## src/rtl/wav_pcm16_mono_stream_parser_assert.svh

```systemverilog
// Assertion macros for the parser, used by wav_parse_core.
// Each macro expects a signal named clk, and WAV_ASSERT also one named rst, in the scope where it is used.
`ifndef WAV_PCM16_MONO_STREAM_PARSER_ASSERT_SVH
`define WAV_PCM16_MONO_STREAM_PARSER_ASSERT_SVH

// Checked on every clock edge outside reset.
`define WAV_ASSERT(lbl, prop, msg) \
  lbl: assert property (@(posedge clk) disable iff (rst) prop) else $error(msg);

// Checked on every clock edge, reset included.
`define WAV_ASSERT_ALWAYS(lbl, prop, msg) \
  lbl: assert property (@(posedge clk) prop) else $error(msg);

`endif

```

## src/rtl/wav_pkg.sv

```systemverilog
package wav_pkg;

  // Chunk tags as they appear on the wire, first byte in the top bits.
  localparam logic [31:0] TagRiff = 32'h5249_4646;
  localparam logic [31:0] TagWave = 32'h5741_5645;
  localparam logic [31:0] TagFmt  = 32'h666D_7420;
  localparam logic [31:0] TagData = 32'h6461_7461;

  // Length of every tag and size field in the headers.
  localparam logic [31:0] HdrBytes = 32'd4;

  localparam logic [15:0] FmtPcm   = 16'd1;
  localparam logic [15:0] Depth16  = 16'd16;
  localparam logic [15:0] MonoChan = 16'd1;

  typedef enum logic [3:0] {
    PH_RIFF  = 4'd0,
    PH_RSIZE = 4'd1,
    PH_WAVE  = 4'd2,
    PH_CID   = 4'd3,
    PH_CSIZE = 4'd4,
    PH_FMT   = 4'd5,
    PH_SKIP  = 4'd6,
    PH_PAD   = 4'd7,
    PH_DATA  = 4'd8,
    PH_IDLE  = 4'd9
  } phase_t;

  typedef enum logic [1:0] {
    KIND_SAMPLE = 2'd0,
    KIND_DONE   = 2'd1,
    KIND_ERROR  = 2'd2
  } kind_t;

  typedef enum logic [2:0] {
    ERR_NOT_RIFF    = 3'd0,
    ERR_EOF_HEADER  = 3'd1,
    ERR_DATA_NO_FMT = 3'd2,
    ERR_NOT_PCM     = 3'd3,
    ERR_NOT_16BIT   = 3'd4,
    ERR_NOT_MONO    = 3'd5,
    ERR_TRUNCATED   = 3'd6,
    ERR_NO_DATA     = 3'd7
  } err_t;

  typedef struct packed {
    logic       valid;
    logic [7:0] data_byte;
    logic       end_of_stream;
  } beat_t;

  typedef struct packed {
    logic               valid;
    kind_t              kind;
    logic signed [15:0] sample_value;
    logic [31:0]        rate_hz;
    err_t               error_code;
    logic               final_flag;
  } result_t;

  typedef struct packed {
    phase_t      phase;
    logic [31:0] byte_counter;
    logic [31:0] chunk_length;
    logic [31:0] tag_shift;
    logic [15:0] format_tag;
    logic [15:0] channel_count;
    logic [15:0] bit_depth;
    logic [31:0] rate_store;
    logic        fmt_seen;
    logic [7:0]  low_byte_hold;
  } parse_state_t;

  localparam parse_state_t StateReset = '{
    phase:         PH_RIFF,
    byte_counter:  32'd0,
    chunk_length:  32'd0,
    tag_shift:     32'd0,
    format_tag:    16'd0,
    channel_count: 16'd0,
    bit_depth:     16'd0,
    rate_store:    32'd0,
    fmt_seen:      1'b0,
    low_byte_hold: 8'd0
  };

endpackage

```

## src/rtl/wav_byte_if.sv

```systemverilog
interface wav_byte_if;
  logic       valid;
  logic       ready;
  logic [7:0] data_byte;
  logic       end_of_stream;

  modport source (output valid, output data_byte, output end_of_stream, input ready);
  modport sink (input valid, input data_byte, input end_of_stream, output ready);
endinterface

```

## src/rtl/wav_result_if.sv

```systemverilog
interface wav_result_if;
  logic               valid;
  logic               ready;
  logic [1:0]         result_kind;
  logic signed [15:0] sample_value;
  logic [31:0]        rate_hz;
  logic [2:0]         error_code;
  logic               final_flag;

  modport source (
    output valid, output result_kind, output sample_value, output rate_hz,
    output error_code, output final_flag, input ready
  );
  modport sink (
    input valid, input result_kind, input sample_value, input rate_hz,
    input error_code, input final_flag, output ready
  );
endinterface

```

## src/rtl/wav_in_stage.sv

```systemverilog
module wav_in_stage (
  input  logic            clk,
  input  logic            rst,
  wav_byte_if.sink        byte_stream,
  input  logic            step,
  output wav_pkg::beat_t  beat
);

  wav_pkg::beat_t held;

  // The register frees up in the same cycle that the parser consumes it.
  assign byte_stream.ready = !held.valid || step;
  assign beat = held;

  always_ff @(posedge clk) begin
    if (rst) begin
      held.valid <= 1'b0;
    end else if (byte_stream.ready) begin
      held.valid <= byte_stream.valid;
    end
    if (byte_stream.valid && byte_stream.ready) begin
      held.data_byte     <= byte_stream.data_byte;
      held.end_of_stream <= byte_stream.end_of_stream;
    end
  end

endmodule

```

## src/rtl/wav_parse_core.sv

```systemverilog
`include "wav_pcm16_mono_stream_parser_assert.svh"

module wav_parse_core (
  input  logic              clk,
  input  logic              rst,
  input  wav_pkg::beat_t    beat,
  input  logic              step,
  output wav_pkg::result_t  res
);

  wav_pkg::parse_state_t st;
  wav_pkg::parse_state_t st_next;
  wav_pkg::parse_state_t upd;

  logic               do_fail;
  logic               do_finish;
  logic               do_sample;
  logic               idle_byte;
  logic               file_end;
  wav_pkg::err_t      fail_code;
  logic [15:0]        smp;
  logic [31:0]        cnt_inc;
  logic [31:0]        tag_sh;
  logic [31:0]        len_new;
  logic [7:0]         b;
  logic               eos;

  always_comb begin
    b   = beat.data_byte;
    eos = beat.end_of_stream;
    upd = st;
    do_fail   = 1'b0;
    do_finish = 1'b0;
    do_sample = 1'b0;
    idle_byte = 1'b0;
    fail_code = wav_pkg::ERR_NOT_RIFF;
    smp       = 16'd0;
    cnt_inc   = st.byte_counter + 32'd1;
    tag_sh    = {st.tag_shift[23:0], b};
    len_new   = st.chunk_length;
    len_new[{st.byte_counter[1:0], 3'b000} +: 8] =
      st.chunk_length[{st.byte_counter[1:0], 3'b000} +: 8] | b;

    unique case (st.phase)
      wav_pkg::PH_RIFF: begin
        upd.tag_shift    = tag_sh;
        upd.byte_counter = cnt_inc;
        if (cnt_inc == wav_pkg::HdrBytes) begin
          upd.byte_counter = '0;
          if (tag_sh != wav_pkg::TagRiff) begin
            do_fail = 1'b1;
          end else begin
            upd.tag_shift = '0;
            upd.phase     = wav_pkg::PH_RSIZE;
          end
        end
        if (eos) begin
          do_fail = 1'b1;
        end
      end
      wav_pkg::PH_RSIZE: begin
        upd.byte_counter = cnt_inc;
        if (cnt_inc == wav_pkg::HdrBytes) begin
          upd.byte_counter = '0;
          upd.phase        = wav_pkg::PH_WAVE;
        end
        if (eos) begin
          do_fail = 1'b1;
        end
      end
      wav_pkg::PH_WAVE: begin
        upd.tag_shift    = tag_sh;
        upd.byte_counter = cnt_inc;
        if (cnt_inc == wav_pkg::HdrBytes) begin
          upd.byte_counter = '0;
          if (tag_sh != wav_pkg::TagWave) begin
            do_fail = 1'b1;
          end else begin
            upd.tag_shift = '0;
            upd.phase     = wav_pkg::PH_CID;
            if (eos) begin
              do_fail   = 1'b1;
              fail_code = wav_pkg::ERR_EOF_HEADER;
            end
          end
        end else if (eos) begin
          do_fail = 1'b1;
        end
      end
      wav_pkg::PH_CID: begin
        upd.tag_shift    = tag_sh;
        upd.byte_counter = cnt_inc;
        if (cnt_inc == wav_pkg::HdrBytes) begin
          upd.byte_counter = '0;
          upd.chunk_length = '0;
          upd.phase        = wav_pkg::PH_CSIZE;
        end
        if (eos) begin
          do_fail   = 1'b1;
          fail_code = wav_pkg::ERR_EOF_HEADER;
        end
      end
      wav_pkg::PH_CSIZE: begin
        upd.chunk_length = len_new;
        upd.byte_counter = cnt_inc;
        if (cnt_inc >= wav_pkg::HdrBytes) begin
          // Size complete: dispatch on the chunk id.
          upd.tag_shift    = '0;
          upd.byte_counter = '0;
          if (st.tag_shift == wav_pkg::TagFmt) begin
            upd.format_tag    = '0;
            upd.channel_count = '0;
            upd.bit_depth     = '0;
            upd.rate_store    = '0;
            if (len_new == 32'd0) begin
              upd.fmt_seen = 1'b1;
              upd.phase    = wav_pkg::PH_CID;
              fail_code    = wav_pkg::ERR_EOF_HEADER;
            end else begin
              upd.phase = wav_pkg::PH_FMT;
              fail_code = wav_pkg::ERR_NO_DATA;
            end
            do_fail = eos;
          end else if (st.tag_shift == wav_pkg::TagData) begin
            if (!st.fmt_seen) begin
              do_fail   = 1'b1;
              fail_code = wav_pkg::ERR_DATA_NO_FMT;
            end else if (st.format_tag != wav_pkg::FmtPcm) begin
              do_fail   = 1'b1;
              fail_code = wav_pkg::ERR_NOT_PCM;
            end else if (st.bit_depth != wav_pkg::Depth16) begin
              do_fail   = 1'b1;
              fail_code = wav_pkg::ERR_NOT_16BIT;
            end else if (st.channel_count != wav_pkg::MonoChan) begin
              do_fail   = 1'b1;
              fail_code = wav_pkg::ERR_NOT_MONO;
            end else if (len_new == 32'd0) begin
              do_finish = 1'b1;
            end else begin
              upd.phase = wav_pkg::PH_DATA;
              do_fail   = eos;
              fail_code = wav_pkg::ERR_TRUNCATED;
            end
          end else begin
            upd.phase = (len_new == 32'd0) ? wav_pkg::PH_CID : wav_pkg::PH_SKIP;
            do_fail   = eos;
            fail_code = wav_pkg::ERR_EOF_HEADER;
          end
        end else if (eos) begin
          do_fail   = 1'b1;
          fail_code = wav_pkg::ERR_EOF_HEADER;
        end
      end
      wav_pkg::PH_FMT: begin
        // Only the first sixteen body bytes carry fields.
        if (st.byte_counter[31:4] == '0) begin
          case (st.byte_counter[3:0])
            4'd0:  upd.format_tag[7:0]     = b;
            4'd1:  upd.format_tag[15:8]    = b;
            4'd2:  upd.channel_count[7:0]  = b;
            4'd3:  upd.channel_count[15:8] = b;
            4'd4, 4'd5, 4'd6, 4'd7: begin
              upd.rate_store[{st.byte_counter[1:0], 3'b000} +: 8] =
                st.rate_store[{st.byte_counter[1:0], 3'b000} +: 8] | b;
            end
            4'd14: upd.bit_depth[7:0]      = b;
            4'd15: upd.bit_depth[15:8]     = b;
            default: ;
          endcase
        end
        upd.byte_counter = cnt_inc;
        if (cnt_inc == st.chunk_length) begin
          upd.fmt_seen     = 1'b1;
          upd.byte_counter = '0;
          upd.phase = st.chunk_length[0] ? wav_pkg::PH_PAD : wav_pkg::PH_CID;
          fail_code = wav_pkg::ERR_EOF_HEADER;
        end else begin
          fail_code = wav_pkg::ERR_NO_DATA;
        end
        do_fail = eos;
      end
      wav_pkg::PH_SKIP: begin
        upd.byte_counter = cnt_inc;
        if (cnt_inc == st.chunk_length) begin
          upd.byte_counter = '0;
          upd.phase = st.chunk_length[0] ? wav_pkg::PH_PAD : wav_pkg::PH_CID;
        end
        do_fail   = eos;
        fail_code = wav_pkg::ERR_EOF_HEADER;
      end
      wav_pkg::PH_PAD: begin
        upd.byte_counter = '0;
        upd.phase        = wav_pkg::PH_CID;
        do_fail          = eos;
        fail_code        = wav_pkg::ERR_EOF_HEADER;
      end
      wav_pkg::PH_DATA: begin
        if (!st.byte_counter[0]) begin
          upd.low_byte_hold = b;
        end else begin
          smp = {b, st.low_byte_hold};
        end
        upd.byte_counter = cnt_inc;
        if (cnt_inc == st.chunk_length) begin
          // A sample completed by the last byte rides on the done result.
          do_finish = 1'b1;
        end else if (eos) begin
          do_fail   = 1'b1;
          fail_code = wav_pkg::ERR_TRUNCATED;
        end else begin
          do_sample = st.byte_counter[0];
        end
      end
      default: begin
        idle_byte = 1'b1;
      end
    endcase

    file_end = do_fail || do_finish || idle_byte;
    st_next  = upd;
    if (file_end) begin
      if (eos) begin
        st_next = wav_pkg::StateReset;
      end else begin
        st_next.phase = wav_pkg::PH_IDLE;
      end
    end

    res.valid        = step && (do_fail || do_finish || do_sample);
    res.kind         = do_fail ? wav_pkg::KIND_ERROR :
                       (do_finish ? wav_pkg::KIND_DONE : wav_pkg::KIND_SAMPLE);
    res.sample_value = do_fail ? 16'sd0 : $signed(smp);
    res.rate_hz      = upd.rate_store;
    res.error_code   = do_fail ? fail_code : wav_pkg::ERR_NOT_RIFF;
    res.final_flag   = do_fail || do_finish;
  end

  always_ff @(posedge clk) begin
    if (rst) begin
      st <= wav_pkg::StateReset;
    end else if (step) begin
      st <= st_next;
    end
  end

  `WAV_ASSERT_ALWAYS(a_reset_phase, rst |=> st.phase == wav_pkg::PH_RIFF, "parser not rearmed after reset")
  `WAV_ASSERT(a_hdr_count, (st.phase == wav_pkg::PH_RIFF || st.phase == wav_pkg::PH_RSIZE || st.phase == wav_pkg::PH_WAVE || st.phase == wav_pkg::PH_CID || st.phase == wav_pkg::PH_CSIZE) |-> st.byte_counter < wav_pkg::HdrBytes, "header byte count out of range")
  `WAV_ASSERT(a_sample_in_data, (res.valid && res.kind == wav_pkg::KIND_SAMPLE) |-> (st.phase == wav_pkg::PH_DATA && !res.final_flag), "sample emitted outside data chunk")
  `WAV_ASSERT(a_eos_rearms, (step && beat.end_of_stream) |=> (st.phase == wav_pkg::PH_RIFF && st.byte_counter == 32'd0), "end of stream did not rearm the parser")

endmodule

```

## src/rtl/wav_out_stage.sv

```systemverilog
module wav_out_stage (
  input  logic              clk,
  input  logic              rst,
  input  wav_pkg::result_t  res,
  output logic              can_load,
  wav_result_if.source      result_stream
);

  wav_pkg::result_t held;

  assign can_load = !held.valid || result_stream.ready;

  assign result_stream.valid        = held.valid;
  assign result_stream.result_kind  = held.kind;
  assign result_stream.sample_value = held.sample_value;
  assign result_stream.rate_hz      = held.rate_hz;
  assign result_stream.error_code   = held.error_code;
  assign result_stream.final_flag   = held.final_flag;

  always_ff @(posedge clk) begin
    if (rst) begin
      held.valid <= 1'b0;
    end else if (can_load) begin
      held.valid <= res.valid;
    end
    if (can_load && res.valid) begin
      held.kind         <= res.kind;
      held.sample_value <= res.sample_value;
      held.rate_hz      <= res.rate_hz;
      held.error_code   <= res.error_code;
      held.final_flag   <= res.final_flag;
    end
  end

endmodule

```

## src/rtl/wav_pcm16_mono_stream_parser.sv

```systemverilog
// RIFF/WAVE parser for 16-bit mono PCM. Feed the file one byte per beat on
// byte_stream and mark its last byte with end_of_stream. The parser checks the
// RIFF and WAVE tags, walks the chunks (skipping unknown ones and pad bytes),
// takes format, channels, sample rate and depth from the fmt chunk, and at the
// data chunk emits one signed sample per two bytes, then a done result with
// final_flag set. Any problem gives one error result with final_flag set;
// after a final result, bytes are ignored up to the next end-of-stream byte,
// and the byte after that starts a new file. It takes one byte every clock
// cycle with no bubbles while result_stream keeps up: the whole per-byte state
// update is combinational logic (its longest path is the 32-bit count
// increment and compare against the chunk size). A byte is held in the input
// register, and when it is parsed its result is registered in the output
// register and offered on result_stream. While a result waits to be taken,
// the input register can still take one more byte, and then byte_stream
// stalls until the result is taken.
module wav_pcm16_mono_stream_parser (
  input  logic          clk,
  input  logic          rst,
  wav_byte_if.sink      byte_stream,
  wav_result_if.source  result_stream
);

  wav_pkg::beat_t   beat;
  wav_pkg::result_t res;
  logic             can_load;
  logic             step;

  // A held byte is parsed when the result register can take whatever it
  // produces; bytes that produce nothing still wait for that, which keeps
  // the ordering simple and costs nothing while the result channel keeps up.
  assign step = beat.valid && can_load;

  wav_in_stage u_in (
    .clk         (clk),
    .rst         (rst),
    .byte_stream (byte_stream),
    .step        (step),
    .beat        (beat)
  );

  wav_parse_core u_core (
    .clk  (clk),
    .rst  (rst),
    .beat (beat),
    .step (step),
    .res  (res)
  );

  wav_out_stage u_out (
    .clk           (clk),
    .rst           (rst),
    .res           (res),
    .can_load      (can_load),
    .result_stream (result_stream)
  );

endmodule

```

## src/flat_wrapper.sv

```systemverilog
// flat-port wrapper written by rule: the top's interface ports become plain ports
module wav_pcm16_mono_stream_parser_flat 
  (clk, rst, byte_stream_valid, byte_stream_data_byte, byte_stream_end_of_stream, byte_stream_ready, result_stream_valid, result_stream_result_kind, result_stream_sample_value, result_stream_rate_hz, result_stream_error_code, result_stream_final_flag, result_stream_ready);
  wav_byte_if byte_stream_i ();
  wav_result_if result_stream_i ();
  input  logic clk;
  input  logic rst;
  input wire logic [$bits(byte_stream_i.valid)-1:0] byte_stream_valid;
  input wire logic [$bits(byte_stream_i.data_byte)-1:0] byte_stream_data_byte;
  input wire logic [$bits(byte_stream_i.end_of_stream)-1:0] byte_stream_end_of_stream;
  output wire logic [$bits(byte_stream_i.ready)-1:0] byte_stream_ready;
  output wire logic [$bits(result_stream_i.valid)-1:0] result_stream_valid;
  output wire logic [$bits(result_stream_i.result_kind)-1:0] result_stream_result_kind;
  output wire logic [$bits(result_stream_i.sample_value)-1:0] result_stream_sample_value;
  output wire logic [$bits(result_stream_i.rate_hz)-1:0] result_stream_rate_hz;
  output wire logic [$bits(result_stream_i.error_code)-1:0] result_stream_error_code;
  output wire logic [$bits(result_stream_i.final_flag)-1:0] result_stream_final_flag;
  input wire logic [$bits(result_stream_i.ready)-1:0] result_stream_ready;
  assign byte_stream_i.valid = byte_stream_valid;
  assign byte_stream_i.data_byte = byte_stream_data_byte;
  assign byte_stream_i.end_of_stream = byte_stream_end_of_stream;
  assign byte_stream_ready = byte_stream_i.ready;
  assign result_stream_valid = result_stream_i.valid;
  assign result_stream_result_kind = result_stream_i.result_kind;
  assign result_stream_sample_value = result_stream_i.sample_value;
  assign result_stream_rate_hz = result_stream_i.rate_hz;
  assign result_stream_error_code = result_stream_i.error_code;
  assign result_stream_final_flag = result_stream_i.final_flag;
  assign result_stream_i.ready = result_stream_ready;
  wav_pcm16_mono_stream_parser u_core (.clk(clk), .rst(rst), .byte_stream(byte_stream_i), .result_stream(result_stream_i));
endmodule
```

## config.mk

```make
export PLATFORM = sky130hd
export DESIGN_NAME = wav_pcm16_mono_stream_parser_flat
export DESIGN_NICKNAME = d
export VERILOG_FILES = /design/src/rtl/wav_pkg.sv /design/src/rtl/wav_byte_if.sv /design/src/rtl/wav_result_if.sv /design/src/rtl/wav_in_stage.sv /design/src/rtl/wav_parse_core.sv /design/src/rtl/wav_out_stage.sv /design/src/rtl/wav_pcm16_mono_stream_parser.sv /design/src/flat_wrapper.sv
export VERILOG_INCLUDE_DIRS = /design/src /design/src/rtl
export SDC_FILE = /design/constraint.sdc
export NUM_CORES = 1
export LEC_CHECK = 0
export ABC_AREA = 0
export BUFFER_PORTS_ARGS = -buffer_cell sky130_fd_sc_hd__buf_4
export CAP_MARGIN = 20
export CELL_PAD_IN_SITES_DETAIL_PLACEMENT = 0
export CELL_PAD_IN_SITES_GLOBAL_PLACEMENT = 1
export CORE_MARGIN = 2
export CORE_UTILIZATION = 50
export CTS_BUF_LIST = sky130_fd_sc_hd__clkbuf_8
export DETAILED_ROUTE_END_ITERATION = 6
export PLACE_DENSITY = 0.83
export SLEW_MARGIN = 25
export SYNTH_ARGS = -nofsm -noshare
export SYNTH_HDL_FRONTEND = slang
export SYNTH_SLANG_ARGS = --single-unit
```

## constraint.sdc

```tcl
create_clock -name clk -period 11.5 [get_ports clk]
set_input_delay 1.725 -clock clk [delete_from_list [all_inputs] [get_ports clk]]
set_output_delay 1.725 -clock clk [all_outputs]
set_load 0.05 [all_outputs]
```

Yosys cells after proc, flatten, opt, wreduce, memory -nomap -nowiden
Cells that the tools add are included.
{"block": "word_totals", "reg_bits": 254, "latch_bits": 0, "ram_bits": 0, "rom_bits": 0, "in_bits": 13, "out_inout_bits": 56, "word_cells": 187, "n_memories": 0}
{"block": "classes", "addsub": 2, "n_mul": 0, "div": 0, "magnitude_cmp": 1, "n_eq_ne": 39, "shift": 5, "muxes": 93, "bitwise": 4, "n_reduce_logical": 24}
{"cell": "$pmux W32 S8", "n": 1}
{"cell": "$mux W189", "n": 1}
{"cell": "$mux W185", "n": 1}
{"cell": "$mux W36", "n": 5}
{"cell": "$pmux W81 S2", "n": 1}
{"cell": "$mux W32", "n": 5}
{"cell": "$pmux W32 S4", "n": 1}
{"cell": "$mux W113", "n": 1}
{"cell": "$mux W81", "n": 1}
{"cell": "$mux W80", "n": 1}
{"cell": "$mux W68", "n": 1}
{"cell": "$bwmux W32", "n": 2}
{"cell": "$eq A32 B31 Y1 const B", "n": 2}
{"cell": "$mux W8", "n": 8}
{"cell": "$ne A32 B31 Y1 const B", "n": 2}
{"cell": "$pmux W32 S2", "n": 1}
{"cell": "$shiftx A32 B6 Y8", "n": 2}
{"cell": "$shiftx A8 B7 Y32", "n": 2}
{"cell": "$mux W3", "n": 17}
{"cell": "$mux W4", "n": 10}
{"cell": "$add A32 B1 Y32 const B", "n": 1}
{"cell": "$eq A32 B3 Y1 const B", "n": 1}
{"cell": "$eq A32 B32 Y1", "n": 1}
{"cell": "$eq A4 B3 Y1 const B", "n": 8}
{"cell": "other kinds (30)", "n": 92}

Longest topological paths before layout
{"block": "depth", "depth_word": 18, "ltp_mapped": 17, "mapped_depth_nobuf": 13}

Cells and area by module
A second synthesis with hierarchy kept.
{"block": "hier_totals", "hier_cells": 1601, "hier_area_um2": 14112.3}
{"mod": "wav_parse_core", "n_inst": 1, "cells_each": 1527, "area_each_um2": 12104.1, "seq_area_each_um2": 3783.6}
{"mod": "wav_out_stage", "n_inst": 1, "cells_each": 59, "area_each_um2": 1676.6, "seq_area_each_um2": 1641.6}
{"mod": "wav_in_stage", "n_inst": 1, "cells_each": 14, "area_each_um2": 325.3, "seq_area_each_um2": 290.3}
{"mod": "wav_pcm16_mono_stream_parser", "n_inst": 1, "cells_each": 1, "area_each_um2": 6.3, "seq_area_each_um2": 0.0}

Worst setup path after synthesis
No wires, ideal clock.
{"block": "synth_timing", "path_type": "register to register", "startpoint": "register u_core.u_core.st[154] (netlist name)", "endpoint": "register, netlist name u_core.u_out.result_stream.error_code[0]", "setup_time_ns": 0.408, "t_arrival_ns": 4.805, "required_ns": 11.092, "slack_ns": 6.287, "stages_incl_launch_ff": 16, "path_buffers": 3, "synth_period_minus_slack_ns": 5.213, "cell_sequence": "dfxtp_1 -> clkbuf_1 -> clkbuf_1 -> inv_1 -> ha_1 -> clkbuf_1 -> or3b_2 -> o21ai_0 -> a221oi_1 -> nand4_1 -> nor3_1 -> and3_1 -> nand2_1 -> and4_1 -> a21o_1 -> inv_1"}
{"block": "synth_via", "elab_chain_cells": 18, "elab_cells_between_ends": 40, "cone_classes": "add/sub (2); order compare (1); eq/ne (2); shift (3); mux (26); bitwise (1); reduce/logical (5)"}
{"element": "from (decl)", "line_no": "wav_parse_core.sv:11", "text": "wav_pkg::parse_state_t st;"}
{"element": "from (signal assigned)", "line_no": "wav_parse_core.sv:240", "text": "st <= wav_pkg::StateReset;"}
{"element": "from (signal assigned)", "line_no": "wav_parse_core.sv:242", "text": "st <= st_next;"}
{"element": "$shiftx A32 B6 Y8", "line_no": "wav_parse_core.sv:42", "text": "st.chunk_length[{st.byte_counter[1:0], 3'b000} +: 8] | b;"}
{"element": "$or A8 B8 Y8", "line_no": "wav_parse_core.sv:42"}
{"element": "$shiftx A8 B7 Y32", "line_no": "wav_parse_core.sv:41", "text": "len_new[{st.byte_counter[1:0], 3'b000} +: 8] ="}
{"element": "$bwmux W32", "line_no": "wav_parse_core.sv:41"}
{"element": "$logic_not A32 Y1", "line_no": "wav_parse_core.sv:137", "text": "end else if (len_new == 32'd0) begin"}
{"element": "$mux W1", "line_no": "wav_parse_core.sv:137"}
{"element": "$mux W1", "line_no": "wav_parse_core.sv:134", "text": "end else if (st.channel_count != wav_pkg::MonoChan) begin"}
{"element": "$mux W1", "line_no": "wav_parse_core.sv:131", "text": "end else if (st.bit_depth != wav_pkg::Depth16) begin"}
{"element": "[... 2 more ...]"}
{"element": "$mux W1", "line_no": "wav_parse_core.sv:124", "text": "end else if (st.tag_shift == wav_pkg::TagData) begin"}
{"element": "$mux W1", "line_no": "wav_parse_core.sv:110", "text": "if (st.tag_shift == wav_pkg::TagFmt) begin"}
{"element": "$mux W1", "line_no": "wav_parse_core.sv:106", "text": "if (cnt_inc >= wav_pkg::HdrBytes) begin"}
{"element": "$pmux W1 S6 / $pmux W1 S2 (equally long branches)", "line_no": "wav_parse_core.sv:44", "text": "unique case (st.phase)"}
{"element": "$logic_or A1 B1 Y1", "line_no": "wav_parse_core.sv:229", "text": "res.valid = step && (do_fail || do_finish || do_sample);"}
{"element": "$logic_or A1 B1 Y1 *", "line_no": "wav_parse_core.sv:229"}
{"element": "$logic_and A1 B1 Y1 *", "line_no": "wav_parse_core.sv:229"}
{"element": "$logic_and A1 B1 Y1 *", "line_no": "wav_out_stage.sv:26", "text": "if (can_load && res.valid) begin"}
Mark *: on every way between the ends. The rest lies on a longest branch, timed or not.
A chain may end at the register's enable or synchronous reset.

Final worst setup path
{"block": "layout_timing", "startpoint": "register u_core.u_core.st[153] (netlist name)", "endpoint": "register, netlist name u_core.u_out.result_stream.rate_hz[3]"}
{"block": "layout_via", "elab_chain_cells": 18, "elab_cells_between_ends": 41, "cone_classes": "add/sub (2); order compare (1); eq/ne (2); shift (3); mux (27); bitwise (1); reduce/logical (5)"}
{"element": "$shiftx A32 B6 Y8", "line_no": "wav_parse_core.sv:42"}
{"element": "$or A8 B8 Y8", "line_no": "wav_parse_core.sv:42"}
{"element": "$shiftx A8 B7 Y32", "line_no": "wav_parse_core.sv:41"}
{"element": "$bwmux W32", "line_no": "wav_parse_core.sv:41"}
{"element": "$logic_not A32 Y1", "line_no": "wav_parse_core.sv:137"}
{"element": "$mux W1", "line_no": "wav_parse_core.sv:137"}
{"element": "$mux W1", "line_no": "wav_parse_core.sv:134"}
{"element": "$mux W1", "line_no": "wav_parse_core.sv:131"}
{"element": "[... 2 more ...]"}
{"element": "$mux W1", "line_no": "wav_parse_core.sv:124"}
{"element": "$mux W1", "line_no": "wav_parse_core.sv:110"}
{"element": "$mux W1", "line_no": "wav_parse_core.sv:106"}
{"element": "$pmux W1 S6 / $pmux W1 S2 (equally long branches)", "line_no": "wav_parse_core.sv:44"}
{"element": "$logic_or A1 B1 Y1", "line_no": "wav_parse_core.sv:229"}
{"element": "$logic_or A1 B1 Y1 *", "line_no": "wav_parse_core.sv:229"}
{"element": "$logic_and A1 B1 Y1 *", "line_no": "wav_parse_core.sv:229"}
{"element": "$logic_and A1 B1 Y1 *", "line_no": "wav_out_stage.sv:26"}
Marks and branches as above.

==> metrics.cfg <==
[run_status]
outcome=finished clean

[drt]
met1_length_um=19880
top_layer=met4
antenna_left=0
viasPerCell=6.545
drt-total-wl_um=45530
dr_total_vias=13313
first_iter_violations=1616
drc=0
wl_met3_um=3758
dr_wl_met2_um=20310
wire_per_inst_um=22.38
dr.pass1.iters=5

[pwr]
peakVddDrop_uv=87.29
p_total_mw=1.956
static-leakage-power_nw=5.636
p_per_area_nw_per_um2=123.7

[clocking]
cts_tree=yes
max-clock-path-buffers=3
cts.sinks=254
clk_pin_slew_ps=60
clk_latency_ps=580
root_buffer=clkbuf_8
cts_setup_buffers=0
numCtsBuffers=45
cts_max_level=2
cts_hold_buf=0
cts_resized=0

[global_route]
grt.total_usage=0.2983
antenna_found_initial=0
overflow=0
grt_pass1_vias=12335
grt_max_degree=114
grt_pass1_wl_um=72080

[floorplan]
die_h_um=172.9
die_area_um2=29910
coreArea_um2=27930
pin_count=69
start_util=0.5108
die_w_um=172.9
rows=61

[layout]
diodes=0
fillCellCount=2625
area_growth_pct=10.85
drive_gt1_frac=0.1413
layout.nets=1640

[synthesis]
yosys.area.top_type=dfxtp_1
syn-num-nets=1644
yosysMostFrequentCell=nor2_1
synth_cell_types=92
synth_top_cell_area_share=0.2680
synth_area_leaders=dfxtp_1 27%, edfxtp_1 13%, nor2_1 5.1%
synth_seq_cells=254
seq_area_frac_synth=0.4005
syn_area_per_cell_um2=8.792
async_flop_share=0
syn_area_um2=14270
ys_top_cells_by_count=195 x nor2_1, 191 x dfxtp_1, 104 x nand2_1
ys.flop_type=dfxtp_1
ys_warn_count=0
synth-edff-count=63
synth_cells=1623

[timing]
fin_skew_ps=30.67
finalSetupViolCount=0
tns_ps=0
fin_crit_ps=5684
maxSlewViolCount=0
period_share=0.4943
grt_setup_unrepaired=false
slew_headroom=0.2770
worst_pin_slew_ps=1080
max_freq_mhz=175.9
hold_viol_final=0

[placement]
port_buffers=68
gp_congestion=0.9795
dp_hpwl_um=30390

[critical_path]
critPathArrivalTime_ps=5870
crit_slowest_cell=nor4_1
worst-path-max-fanout=54
required_ps=11690
path_cells=buf_4, ha_1, nand3_1, nor4_1, xor2_1, a2111o_1, nor3_1, nand4_2, a31oi_1, a21oi_2, and4_1, a21o_1, inv_4
crit_path_end_kind=flop
worst_path_largest_cell_delay_ps=730
path_class=reg -> reg
cp-start-kind=flop

[job]
maxCapViolCount=0

[worst_hold_path]
min_path_type=reg -> reg

==> worst max-delay path: cells and delay by family, from the launching register on <==
kind | cells | cell delay [ps]
AO/OA/AOI/OAI | 4 | 960
XOR/XNOR | 1 | 180
adder cells (fa/ha/maj) | 1 | 520
buffers and inverters | 2 | 900
flip-flops | 1 | 310
AND/OR/NAND/NOR | 5 | 2360
==> through the flow <==
step | setup slack (ps) | utilization | area [um^2] | hold slack, ps | instances
2_1_floorplan | 6287 | - | 14270 | 448.5 | 1623
3_3_place_gp | 5904 | 0.5309 | 14830 | 464.4 | 1950
3_5_place_dp | 6008 | 0.5310 | 14830 | 474.0 | 1950
4_1_cts | 5961 | 0.5663 | 15820 | 484.9 | 2034
5_1_grt | 5481 | 0.5663 | 15820 | 492.5 | 2034
6_report | 5816 | 0.5663 | 15820 | 489.8 | 2034
==> cells in the final DEF (no fill, tap or decap), types with 19 or more instances in the layout <==
master,n
nor3_1,82
a21o_1,27
nand2b_1,19
nand3_1,43
a211oi_1,19
nor2_1,194
nand4_1,24
o21ai_0,60
dfxtp_1,190
nor4_1,36
o2bb2ai_1,24
a22oi_1,69
xnor2_1,30
buf_4,89
and2_1,21
a221oi_1,43
o21a_1,52
nand2_1,103
edfxtp_1,63
inv_1,39
or3_1,19
a21oi_1,43
clkbuf_8,54
==> power breakdown <==
part | internal, mW | switching [mW]
registers | 0.920 | 0.00827
logic | 0.0300 | 0.0861
clock network | 0.519 | 0.393
total | 1.47 | 0.487
==> flip-flops by register name, indices dropped and copies added (netlist names) <==
register / flops
u_core.u_core.st: 189
u_core.u_out.result_stream.rate_hz: 32
u_core.u_out.result_stream.sample_value: 16
u_core.u_in.beat: 10
u_core.u_out.result_stream.error_code: 3
u_core.u_out.result_stream.result_kind: 2
u_core.u_out.result_stream.final_flag: 1
u_core.u_out.result_stream.valid: 1
==> worst paths after layout <==
kind | from | end | slack, ps | depth (start not counted)
min | u_core.u_core.st[25] | u_core.u_core.st[25] | 490 | 1
max reg2reg | u_core.u_core.st[153] | u_core.u_out.result_stream.rate_hz[3] | 5820 | 13
min reg2reg | u_core.u_core.st[25] | u_core.u_core.st[25] | 490 | 1
max | u_core.u_core.st[153] | u_core.u_out.result_stream.rate_hz[3] | 5820 | 13
==> final cells by class <==
type,instances,area [um^2],share of cell area
Clock buffer,54,743.2,0.04698
Clock inverter,30,242.7,0.01534
Inverter,29,111.4,0.007039
Multi-Input combinational cell,1199,7853,0.4964
Sequential cell,254,5717,0.3614
Tap cell,378,473.0,0.02990
Timing Repair Buffer,90,679.4,0.04295
==> layer usage <==
metal	vias to the layer above	global-route usage
met5	-	0
met4	0	0.1130
li1	6097	-
met1	6462	0.4337
met2	653	0.4477
met3	101	0.04464
==> cell families after synthesis <==
logic type,after synthesis,share of synthesized area
adders and majority gates,9,0.007716
AOI/OAI and AO/OA,458,0.2413
muxes,26,0.02630
and+or+nand+nor,659,0.2436
buffers and inverters,170,0.05077
xor gates and xnor gates,47,0.02981
DFF,254,0.4005
(Power assumes the default switching activity.)
